## config.mk

```make
export PLATFORM = sky130hd
export DESIGN_NAME = ordered_position_list
export DESIGN_NICKNAME = d
export VERILOG_FILES = /design/src/rtl/opl_pkg.sv /design/src/rtl/opl_ram.sv /design/src/rtl/opl_datapath.sv /design/src/rtl/opl_ctrl.sv /design/src/rtl/ordered_position_list.sv
export SDC_FILE = /design/constraint.sdc
export NUM_CORES = 2
export LEC_CHECK = 0
export ABC_AREA = 1
export CAP_MARGIN = 10
export CORE_MARGIN = 4
export CORE_UTILIZATION = 44
export CTS_CLUSTER_SIZE = 8
export DETAILED_ROUTE_END_ITERATION = 16
export DONT_BUFFER_PORTS = 1
export HOLD_SLACK_MARGIN = 0.03
export PLACE_DENSITY = 0.63
export SETUP_SLACK_MARGIN = 0.15
export SLEW_MARGIN = 20
export SYNTH_ARGS = -nofsm -noshare
export SYNTH_HDL_FRONTEND = slang
export SYNTH_SLANG_ARGS = --single-unit
export TNS_END_PERCENT = 50
```

## constraint.sdc

```tcl
create_clock -name clk -period 13.6 [get_ports clk]
set_clock_uncertainty 0.1 [all_clocks]
set_input_delay 1.36 -clock clk [delete_from_list [all_inputs] [get_ports clk]]
set_output_delay 1.36 -clock clk [all_outputs]
set_load 0.01 [all_outputs]
```

## src/rtl/opl_pkg.sv

```systemverilog
// Shared constants, request codes and controller/datapath interface types.
package opl_pkg;

    localparam int OPL_MAX_ENTRIES = 64;
    localparam int REQ_W           = 3;
    localparam int POS_W           = 7;
    localparam int DATA_W          = 32;

    localparam logic [REQ_W-1:0] REQ_READ   = 3'd0;
    localparam logic [REQ_W-1:0] REQ_LOCATE = 3'd1;
    localparam logic [REQ_W-1:0] REQ_INSERT = 3'd2;
    localparam logic [REQ_W-1:0] REQ_DELETE = 3'd3;
    localparam logic [REQ_W-1:0] REQ_CLEAR  = 3'd4;

    typedef struct packed {
        logic cap;
        logic rd_single;
        logic cap_data;
        logic run;
        logic ins_wr;
        logic dec;
        logic clr;
        logic load_out;
    } opl_cmd_t;

    typedef struct packed {
        logic [REQ_W-1:0] op;
        logic             err;
        logic             scan_done;
    } opl_stat_t;

endpackage

```

## src/rtl/opl_ram.sv

```systemverilog
// Generic single-write, single-read RAM with registered read data.
module opl_ram #(
    parameter int WIDTH = 32,
    parameter int DEPTH = 64
) (
    input  logic                     clk,
    input  logic                     we,
    input  logic [$clog2(DEPTH)-1:0] waddr,
    input  logic [WIDTH-1:0]         wdata,
    input  logic [$clog2(DEPTH)-1:0] raddr,
    output logic [WIDTH-1:0]         rdata
);

    logic [WIDTH-1:0] mem [DEPTH];

    always_ff @(posedge clk)
    begin
        if (we)
        begin
            mem[waddr] <= wdata;
        end
        rdata <= mem[raddr];
    end

endmodule

```

## src/rtl/opl_datapath.sv

```systemverilog
// Datapath: request registers, element store, scan pointer, count and result registers.
module opl_datapath import opl_pkg::*; #(
    parameter int MAX_ENTRIES = OPL_MAX_ENTRIES
) (
    input  logic                     clk,
    input  logic                     rst_n,
    input  opl_cmd_t                 cmd,
    output opl_stat_t                stat,
    input  logic [REQ_W-1:0]         req_type,
    input  logic [POS_W-1:0]         position,
    input  logic signed [DATA_W-1:0] value,
    output logic                     status,
    output logic signed [DATA_W-1:0] read_data,
    output logic [POS_W-1:0]         found_position,
    output logic [POS_W-1:0]         count,
    output logic                     is_empty
);

    localparam int CNT_W = $clog2(MAX_ENTRIES + 1);
    localparam int AW    = $clog2(MAX_ENTRIES);
    localparam int CW    = ((CNT_W > POS_W) ? CNT_W : POS_W) + 1;

    logic [REQ_W-1:0]  op_reg, op_next;
    logic              err_reg, err_next;
    logic [POS_W-1:0]  pos_reg, pos_next;
    logic [DATA_W-1:0] val_reg, val_next;
    logic [CNT_W-1:0]  count_reg, count_next;
    logic [CNT_W-1:0]  ptr_reg, ptr_next;
    logic              pend_reg, pend_next;
    logic [AW-1:0]     pend_addr_reg, pend_addr_next;
    logic [CW-1:0]     found_reg, found_next;
    logic [DATA_W-1:0] data_reg, data_next;
    logic              ostat_reg, ostat_next;
    logic [DATA_W-1:0] odata_reg, odata_next;
    logic [POS_W-1:0]  ofound_reg, ofound_next;
    logic [POS_W-1:0]  ocount_reg, ocount_next;
    logic              oempty_reg, oempty_next;

    logic [CW-1:0]     in_pos_x, reg_pos_x, count_x, ptr_x, pos_m1_x;
    logic              pos_bad, ins_bad, err_in;
    logic              is_ins, is_loc, more, match;
    logic [CNT_W-1:0]  ptr_m1;
    logic [AW-1:0]     scan_addr, pos_m1;
    logic              we;
    logic [AW-1:0]     waddr, raddr;
    logic [DATA_W-1:0] wdata, rdata;

    assign in_pos_x  = {{(CW-POS_W){1'b0}}, position};
    assign reg_pos_x = {{(CW-POS_W){1'b0}}, pos_reg};
    assign count_x   = {{(CW-CNT_W){1'b0}}, count_reg};
    assign ptr_x     = {{(CW-CNT_W){1'b0}}, ptr_reg};
    assign pos_m1_x  = reg_pos_x - CW'(1);
    assign pos_m1    = pos_m1_x[AW-1:0];

    assign pos_bad = (in_pos_x == '0) || (in_pos_x > count_x);
    assign ins_bad = (in_pos_x == '0) || (in_pos_x > count_x + CW'(1))
                     || (count_x >= CW'(MAX_ENTRIES));

    always_comb
    begin
        unique case (req_type)
            REQ_READ:   err_in = pos_bad;
            REQ_LOCATE: err_in = 1'b0;
            REQ_INSERT: err_in = ins_bad;
            REQ_DELETE: err_in = pos_bad;
            REQ_CLEAR:  err_in = 1'b0;
            default:    err_in = 1'b1;
        endcase
    end

    assign is_ins    = (op_reg == REQ_INSERT);
    assign is_loc    = (op_reg == REQ_LOCATE);
    assign more      = is_ins ? (ptr_x >= reg_pos_x) : (ptr_x < count_x);
    assign ptr_m1    = ptr_reg - CNT_W'(1);
    assign scan_addr = is_ins ? ptr_m1[AW-1:0] : ptr_reg[AW-1:0];
    assign match     = pend_reg && (rdata == val_reg);

    assign raddr = cmd.rd_single ? pos_m1 : scan_addr;
    assign we    = (cmd.run && pend_reg && !is_loc) || cmd.ins_wr;
    assign wdata = cmd.ins_wr ? val_reg : rdata;

    always_comb
    begin
        priority if (cmd.ins_wr)
        begin
            waddr = pos_m1;
        end
        else if (is_ins)
        begin
            waddr = pend_addr_reg + AW'(1);
        end
        else
        begin
            waddr = pend_addr_reg - AW'(1);
        end
    end

    opl_ram #(
        .WIDTH (DATA_W),
        .DEPTH (MAX_ENTRIES)
    ) u_ram (
        .clk   (clk),
        .we    (we),
        .waddr (waddr),
        .wdata (wdata),
        .raddr (raddr),
        .rdata (rdata)
    );

    always_comb
    begin
        op_next        = op_reg;
        err_next       = err_reg;
        pos_next       = pos_reg;
        val_next       = val_reg;
        count_next     = count_reg;
        ptr_next       = ptr_reg;
        pend_next      = pend_reg;
        pend_addr_next = pend_addr_reg;
        found_next     = found_reg;
        data_next      = data_reg;
        ostat_next     = ostat_reg;
        odata_next     = odata_reg;
        ofound_next    = ofound_reg;
        ocount_next    = ocount_reg;
        oempty_next    = oempty_reg;

        if (cmd.cap)
        begin
            op_next    = req_type;
            err_next   = err_in;
            pos_next   = position;
            val_next   = value;
            pend_next  = 1'b0;
            found_next = '0;
            data_next  = '0;
            unique case (req_type)
                REQ_INSERT: ptr_next = count_reg;
                REQ_DELETE: ptr_next = in_pos_x[CNT_W-1:0];
                default:    ptr_next = '0;
            endcase
        end

        if (cmd.run)
        begin
            pend_next = more;
            if (more)
            begin
                pend_addr_next = scan_addr;
                ptr_next       = is_ins ? ptr_m1 : ptr_reg + CNT_W'(1);
            end
            if (is_loc && match)
            begin
                found_next = {{(CW-AW){1'b0}}, pend_addr_reg} + CW'(1);
            end
        end

        if (cmd.cap_data)
        begin
            data_next = rdata;
        end

        priority if (cmd.clr)
        begin
            count_next = '0;
        end
        else if (cmd.ins_wr)
        begin
            count_next = count_reg + CNT_W'(1);
        end
        else if (cmd.dec)
        begin
            count_next = count_reg - CNT_W'(1);
        end
        else
        begin
            count_next = count_reg;
        end

        if (cmd.load_out)
        begin
            ostat_next  = err_reg;
            odata_next  = data_reg;
            ofound_next = found_reg[POS_W-1:0];
            ocount_next = count_x[POS_W-1:0];
            oempty_next = (count_reg == '0);
        end
    end

    always_ff @(posedge clk or negedge rst_n)
    begin
        if (!rst_n)
        begin
            count_reg <= '0;
            pend_reg  <= 1'b0;
        end
        else
        begin
            count_reg <= count_next;
            pend_reg  <= pend_next;
        end
    end

    always_ff @(posedge clk)
    begin
        op_reg        <= op_next;
        err_reg       <= err_next;
        pos_reg       <= pos_next;
        val_reg       <= val_next;
        ptr_reg       <= ptr_next;
        pend_addr_reg <= pend_addr_next;
        found_reg     <= found_next;
        data_reg      <= data_next;
        ostat_reg     <= ostat_next;
        odata_reg     <= odata_next;
        ofound_reg    <= ofound_next;
        ocount_reg    <= ocount_next;
        oempty_reg    <= oempty_next;
    end

    assign stat.op        = op_reg;
    assign stat.err       = err_reg;
    assign stat.scan_done = (is_loc && match) || (!more && !pend_reg);

    assign status         = ostat_reg;
    assign read_data      = odata_reg;
    assign found_position = ofound_reg;
    assign count          = ocount_reg;
    assign is_empty       = oempty_reg;

endmodule

```

## src/rtl/opl_ctrl.sv

```systemverilog
// Controller: request sequencing state machine and result beat handshake.
module opl_ctrl import opl_pkg::*; (
    input  logic      clk,
    input  logic      rst_n,
    input  logic      in_valid,
    output logic      in_stall,
    output logic      out_valid,
    input  logic      out_stall,
    output opl_cmd_t  cmd,
    input  opl_stat_t stat
);

    localparam logic [2:0] S_IDLE     = 3'd0;
    localparam logic [2:0] S_DEC      = 3'd1;
    localparam logic [2:0] S_RD_ISSUE = 3'd2;
    localparam logic [2:0] S_RD_DATA  = 3'd3;
    localparam logic [2:0] S_SCAN     = 3'd4;
    localparam logic [2:0] S_INS_WR   = 3'd5;
    localparam logic [2:0] S_FIN      = 3'd6;

    logic [2:0] state_reg, state_next;
    logic       ovalid_reg, ovalid_next;

    always_comb
    begin
        state_next  = state_reg;
        ovalid_next = ovalid_reg;
        cmd         = '0;

        if (ovalid_reg && !out_stall)
        begin
            ovalid_next = 1'b0;
        end

        unique case (state_reg)
            S_IDLE:
            begin
                if (in_valid)
                begin
                    cmd.cap    = 1'b1;
                    state_next = S_DEC;
                end
            end
            S_DEC:
            begin
                priority if (stat.err)
                begin
                    state_next = S_FIN;
                end
                else if (stat.op == REQ_READ)
                begin
                    state_next = S_RD_ISSUE;
                end
                else if (stat.op == REQ_CLEAR)
                begin
                    cmd.clr    = 1'b1;
                    state_next = S_FIN;
                end
                else
                begin
                    state_next = S_SCAN;
                end
            end
            S_RD_ISSUE:
            begin
                cmd.rd_single = 1'b1;
                state_next    = S_RD_DATA;
            end
            S_RD_DATA:
            begin
                cmd.cap_data = 1'b1;
                state_next   = S_FIN;
            end
            S_SCAN:
            begin
                cmd.run = 1'b1;
                if (stat.scan_done)
                begin
                    priority if (stat.op == REQ_INSERT)
                    begin
                        state_next = S_INS_WR;
                    end
                    else if (stat.op == REQ_DELETE)
                    begin
                        cmd.dec    = 1'b1;
                        state_next = S_FIN;
                    end
                    else
                    begin
                        state_next = S_FIN;
                    end
                end
            end
            S_INS_WR:
            begin
                cmd.ins_wr = 1'b1;
                state_next = S_FIN;
            end
            S_FIN:
            begin
                if (!ovalid_reg || !out_stall)
                begin
                    cmd.load_out = 1'b1;
                    ovalid_next  = 1'b1;
                    state_next   = S_IDLE;
                end
            end
            default:
            begin
                state_next = S_IDLE;
            end
        endcase
    end

    always_ff @(posedge clk or negedge rst_n)
    begin
        if (!rst_n)
        begin
            state_reg  <= S_IDLE;
            ovalid_reg <= 1'b0;
        end
        else
        begin
            state_reg  <= state_next;
            ovalid_reg <= ovalid_next;
        end
    end

    assign in_stall  = (state_reg != S_IDLE);
    assign out_valid = ovalid_reg;

endmodule

```

## src/rtl/ordered_position_list.sv

```systemverilog
// Top level of the ordered position list: controller, datapath and element store.
//
// Holds up to MAX_ENTRIES signed 32-bit elements in one RAM with one write and
// one registered read port, plus an element count. One request is handled at a
// time; in_stall is high from acceptance until the result is loaded into the
// output register, and a held result does not block the next request. Every
// request passes through decode and a final state that loads the result; clear
// and rejected requests go straight from decode to the final state, and read
// issues one RAM read and captures its data in between. Locate, insert and
// delete stream through the RAM one element per cycle: locate walks until the
// value first appears or the count is reached, delete moves the elements after
// the position down by one, and insert moves the elements from the position on
// up by one and then writes the new value. A result still held by out_stall
// keeps the next request in its final state until that beat leaves. No clearing
// pass after reset: entries beyond the count are never read.
module ordered_position_list import opl_pkg::*; #(
    parameter int MAX_ENTRIES = OPL_MAX_ENTRIES
) (
    input  logic                     clk,
    input  logic                     rst_n,
    input  logic                     in_valid,
    output logic                     in_stall,
    input  logic [REQ_W-1:0]         req_type,
    input  logic [POS_W-1:0]         position,
    input  logic signed [DATA_W-1:0] value,
    output logic                     out_valid,
    input  logic                     out_stall,
    output logic                     status,
    output logic signed [DATA_W-1:0] read_data,
    output logic [POS_W-1:0]         found_position,
    output logic [POS_W-1:0]         count,
    output logic                     is_empty
);

    opl_cmd_t  cmd;
    opl_stat_t stat;

    opl_ctrl u_ctrl (
        .clk       (clk),
        .rst_n     (rst_n),
        .in_valid  (in_valid),
        .in_stall  (in_stall),
        .out_valid (out_valid),
        .out_stall (out_stall),
        .cmd       (cmd),
        .stat      (stat)
    );

    opl_datapath #(
        .MAX_ENTRIES (MAX_ENTRIES)
    ) u_datapath (
        .clk            (clk),
        .rst_n          (rst_n),
        .cmd            (cmd),
        .stat           (stat),
        .req_type       (req_type),
        .position       (position),
        .value          (value),
        .status         (status),
        .read_data      (read_data),
        .found_position (found_position),
        .count          (count),
        .is_empty       (is_empty)
    );

endmodule

```

### After elaboration in Yosys (flattened, before gate mapping)

Memories as Yosys holds them, arrays and structs flattened. A register that Yosys moved wholly into a read port is not among the register bits.
Cells that the tools add are included.
W data, S select, Z words.

* multiplexer cells: 51
* reduce and logical (&&, ||, !) cells: 31
* add/subtract/negate cells: 9
* eq/ne operators: 18
* $lt $le $gt $ge: 5

Operators with widths (count)
* $mux W32: 3
* $mux W7: 7
* $eq A32 B32 Y1: 1
* $mux W1: 24
* $mux W6: 4
* $mux W8: 3
* $eq A3 B2 Y1 const B: 6
* $pmux W3 S6: 1
* $eq A3 B3 Y1 const B: 5
* $mux W3: 5
* $add A7 B1 Y7 const B: 2
* $pmux W7 S2: 1
* $sub A7 B1 Y7 const B: 2
* $sub A6 B1 Y6 const B: 2
* $eq A3 B1 Y1 const B: 3
* $logic_not A3 Y1: 3
* $add A7 B1 Y8 const B: 1
* $gt A7 B8 Y1: 1
* $logic_not A8 Y1: 1
* $add A6 B1 Y7 const B: 1
* $ge A7 B7 Y1: 1
* $ge A7 B7 Y1 const B: 1
* $gt A7 B7 Y1: 1
* $logic_not A7 Y1: 1
* 14 further kinds: 34

* bits in registers: 156
* memory bits (writable): 2048
* memories: 1
* bits of input ports: 46

Memories
* u_datapath.u_ram.mem: words 64, width 32, read ports 1, clocked after memory_dff 1, wr ports 1, RTL line opl_ram.sv:14 `logic [WIDTH-1:0] mem [DEPTH];`

### Longest topological paths before layout

* depth in word-level cells: 10
* mapped depth: 18

### Cells and area by module

From an unflattened synthesis, not the netlist that was laid out.

* cells, all modules: 7775
* area, all modules: 91287.6 um2

Modules (own cells, without submodules)
* opl_ram: sequential area each 62139.6 um2, instances 1, area an instance 82738.1 um2, cells an instance 6769
* opl_datapath: sequential area each 4354.2 um2, instances 1, area an instance 8217.9 um2, cells an instance 947
* opl_ctrl: sequential area each 100.1 um2, instances 1, area an instance 331.6 um2, cells an instance 59

### Worst setup path after synthesis

OpenSTA, ideal clock, no wires.

* path type: reg-to-reg
* start: register u_ctrl.state_reg[0]
* end: memory u_datapath.u_ram.mem[0][0] (data pin)
* library setup time: 0.702 ns
* stages on the path, launching flop included: 6
* required time: 12.798 ns
* slack: 9.229 ns
* arrival time: 3.570 ns
* cells stage by stage: dfrtp_1 > inv_2 > nor3_4 > clkbuf_1 > clkbuf_1 > o21ai_0

* word-level cells in the longest chain between the ends: 3

Ends and longest elaborated chain
* start, declared: RTL line opl_ctrl.sv:21 `logic [2:0] state_reg, state_next;`
* start signal, assigned: RTL line opl_ctrl.sv:124 `state_reg <= state_next;`
* $eq A3 B3 Y1: RTL line opl_ctrl.sv:35 `unique case (state_reg)`
* $mux W1: RTL line opl_ctrl.sv:35
* $mux W32: RTL line opl_datapath.sv:80 `assign wdata = cmd.ins_wr ? val_reg : rdata;`
* named net u_datapath.u_ram.wdata[0]: RTL line opl_ram.sv:9 `input logic [WIDTH-1:0] wdata,`
* end, declared: RTL line opl_ram.sv:14

The timed path passes the listed nets, and every way through them passes these cells.

### Worst setup path after layout

* start: register u_datapath.op_reg[2]
* end: register u_datapath.u_ram.rdata[16], read port of u_datapath.u_ram.mem

* word-level cells in the longest chain between the ends: 3

Ends and longest elaborated chain
* start, declared: RTL line opl_datapath.sv:23 `logic [REQ_W-1:0] op_reg, op_next;`
* start signal, assigned: RTL line opl_datapath.sv:206 `op_reg <= op_next;`
* $eq A3 B2 Y1: RTL line opl_datapath.sv:71 `assign is_ins = (op_reg == REQ_INSERT);`
* $mux W6: RTL line opl_datapath.sv:75 `assign scan_addr = is_ins ? ptr_m1[AW-1:0] : ptr_reg[AW-1:0];`
* named net u_datapath.scan_addr[0]: RTL line opl_datapath.sv:43 `logic [AW-1:0] scan_addr, pos_m1;`
* $mux W6: RTL line opl_datapath.sv:78 `assign raddr = cmd.rd_single ? pos_m1 : scan_addr;`
* end, declared: RTL line opl_ram.sv:11 `output logic [WIDTH-1:0] rdata`

The timed path passes the listed nets, and every way through them passes these cells.
A chain may end at the register's enable or synchronous reset.

==> flow_metrics.py <==
metrics = {
    "pwr": {
        "peakVddDrop_mv": 0.311,
        "intPower_mw": 16.5,
        "pwr-share-comb": 0.435,
        "sw_frac_of_total": 0.440,
        "power.leakage_nw": 39.8,
        "power_density_nw_per_um2": 277,
        "seqPwrFrac": 0.320,
        "netSwitchingPower_mw": 12.9,
        "clkPwrFrac": 0.245,
    },
    "route": {
        "drt-pass1-iter-count": 8,
        "routed_wl_um": 280000,
        "postRouteAntennaNets": 0,
        "vias": 65200,
        "viasPerCell": 5.73,
        "wl_per_cell_um": 24.6,
        "first_iter_violations": 8612,
        "drcViolationCount": 0,
    },
    "global_route": {
        "grt_max_degree": 197,
        "antenna_found_initial": 12,
        "gr-total-overflow": 0,
        "grt.total_usage": 0.246,
        "first_global_vias": 61500,
        "grt_pass1_wl_um": 410000,
    },
    "synth": {
        "postSynthRegisterBits": 2235,
        "synth_top_flop_cell": "edfxtp_1",
        "avgSynthCellArea_um2": 11.1,
        "yosys_warnings": 0,
        "syn-cell-area_um2": 94000,
        "async_flop_share": 0.00537,
        "yosys.cell_types.count": 50,
        "synth_edf_count": 2177,
        "syn-num-nets": 8551,
        "syn_inst": 8459,
        "ys_seq_area_frac": 0.708,
    },
    "sta": {
        "holdWs_ps": 311,
        "hold_viol": 0,
        "fmax_mhz": 172,
        "fin_tns_setup_ps": 0,
        "drv_slew": 0,
        "tightest_slew_ps": 1200,
        "slew-limit-headroom": 0.200,
        "finalWorstSetupSlack_ps": 7780,
        "rsz0062_at_grt": "no",
        "period_share": 0.428,
        "fin_crit_ps": 5820,
        "setup_violations": 0,
    },
    "placed_design": {
        "place_ws_ps": 7870,
        "gp_congestion": 0.827,
        "numPortBuffers": 0,
        "hpwl_um": 141000,
    },
    "critical_path": {
        "path_buf_inv": 4,
        "r2r_end": "u_datapath.u_ram.rdata[16]",
        "critPathTopFamily": "simple AND/OR/NAND/NOR gates",
        "crit_type": "flop to flop",
        "crit_arrival_ps": 6610,
        "worstPathCellList": "inv_2 > nand3_4 > ha_1 > inv_1 > nand2_8 > nand2_8 > buf_12 > buf_4 > nand2_1 > nand2_1 > nand2_1 > nand2_1 > nand2_1 > nand3_1 > nand3_1 > nand2_1 > nand2_1 > nand2_1",
        "worstReg2RegStart": "u_datapath.op_reg[2]",
        "start_kind": "flop",
        "slowest_stage": "buf_4",
        "slowest_delay_ps": 900,
        "cp-end-kind": "flop",
        "reg2regPathDepth": 18,
        "crit_top_cell": "nand2_1",
        "cp_max_fo": 193,
        "rrSetupSlack_ps": 7780,
        "worstPathRequired_ps": 14390,
    },
    "cts": {
        "h-tree-depth": 5,
        "cts-resized-gates": 0,
        "path_clk_slew_ps": 50,
        "numCtsBuffers": 330,
        "clock_sinks": 2235,
        "cts_tree": "built",
        "clk-insertion-delay-late_ps": 950,
        "clk_path_buf_depth": 4,
        "cts-root-buf": "clkbuf_16",
    },
    "floorplan": {
        "die_height_um": 470,
        "coreArea_um2": 212000,
        "num_rows": 169,
        "die_x_um": 470,
        "io-pin-count": 96,
        "fp.dieArea_um2": 221000,
        "start_util": 0.443,
    },
    "status": {
        "outcome": "complete, no violations",
    },
    "run": {
        "max-cap-violations": 0,
    },
    "worst_hold_path": {
        "whs_path_depth": 0,
        "min_from": "u_datapath.data_reg[8]",
        "hold_class": "flop to flop",
        "worstHoldEndpoint": "u_datapath.read_data[8]",
    },
    "layout": {
        "largest_reg_flops": 2048,
        "area_delta_synth_final_pct": 12.8,
        "drive_above_1_share": 0.0774,
        "fill_cells": 18400,
        "fin_util": 0.500,
        "top_register": "u_datapath.u_ram.mem",
        "finalNetCount": 8519,
    },
}
-- cells in the mapped netlist, types with 3 or more instances --
master	number	area, um2
nand3_1	1677	8390
dfrtp_1	12	300
buf_4	92	691
buf_6	11	124
or2_2	10	62.6
inv_2	12	45.0
o21ai_1	4	20.0
edfxtp_1	2177	65400
inv_1	112	420
clkbuf_1	54	203
o31ai_1	3	22.5
nand2_1	3477	13100
buf_2	349	1750
nand3_2	11	110
o21ai_2	8	70.1
buf_1	12	45.0
dfxtp_1	46	921
nand2_2	5	31.3
nor2_1	138	518
nor3_1	16	80.1
o211ai_1	3	22.5
xnor2_1	8	70.1
xor2_1	29	254
o21ai_0	71	355
ha_1	44	551
nand4_1	20	125
o22ai_1	5	31.3
a21oi_1	23	115
a22oi_1	3	22.5
-- cell families after synthesis --
family | after synthesis | share of synthesized area
AOI/OAI and AO/OA | 131 | 0.00802
and+or+nand+nor | 5364 | 0.239
buffers and inverters | 646 | 0.0351
DFF | 2235 | 0.708
xor gates and xnor gates | 37 | 0.00345
adders and majority gates | 46 | 0.00628
-- power by group through the flow --
stage               logic [mW]  registers, mW  clock network, mW
detailed placement        12.5           9.52                  0
finish                    12.8           9.40               7.21
global route              13.8           9.41               7.61
global placement          12.4           9.51                  0
floorplan                 7.94           9.57                  0
CTS                       12.6           9.40               7.29
-- how the worst max path moves through the flow --
stage / start / endpoint / slack [ps] / cells after the start
final: u_datapath.op_reg[2] / u_datapath.u_ram.rdata[16] / 7780 / 18
after global routing: u_datapath.op_reg[2] / u_datapath.u_ram.rdata[16] / 7450 / 18
after CTS: u_datapath.op_reg[2] / u_datapath.u_ram.rdata[11] / 7860 / 18
after detailed placement: u_datapath.op_reg[2] / u_datapath.u_ram.rdata[16] / 7870 / 18
after global placement: u_datapath.op_reg[2] / u_datapath.u_ram.rdata[11] / 7920 / 18
after floorplan: u_ctrl.state_reg[0] / u_datapath.u_ram.mem[0][0] / 9230 / 5
-- layout by cell type (no fill, tap or decap), types with 36 or more instances in the layout --
cell type,count
nand2_1,3474
edfxtp_1,2177
nand3_1,1677
clkbuf_16,338
buf_4,139
inv_1,111
clkbuf_1,102
nor2_1,72
nor2_4,67
dfxtp_1,46
ha_1,44
o21ai_0,39
o21ai_4,36
-- layer usage --
layer,vias up,share of wire,GRT usage
li1,29100,-,-
met1,31900,0.40,0.344
met2,3728,0.45,0.381
met3,526,0.11,0.0550
met4,6,0.034,0.0885
met5,-,0.00016,0
-- metrics by stage --
stage	std cells	instance area [um2]	power, mW
2_1_floorplan	8459	94000	17.5
3_3_place_gp	10900	97100	21.9
5_1_grt	11400	106000	30.8
6_report	11400	106000	29.4
3_5_place_dp	10900	97100	22.0
4_1_cts	11400	106000	29.2
-- timing repair --
action / CTS / global route
setup buffers: 0 / 0
hold buffers: 1 / 0
hold endpoints to repair: 12 / 0
-- cell type report --
cell class,instances,area [um2],area share
sequential,2235,66600,0.628
multi-input combinational,5578,25100,0.237
clock buffer,440,8840,0.0834
tap,2821,3530,0.0333
timing repair buffer,156,1390,0.0131
inverter,126,474,0.00447
clock inverter,9,78.8,0.000743
antenna,9,22.5,0.000212
Power figures use the tool's default switching activity.
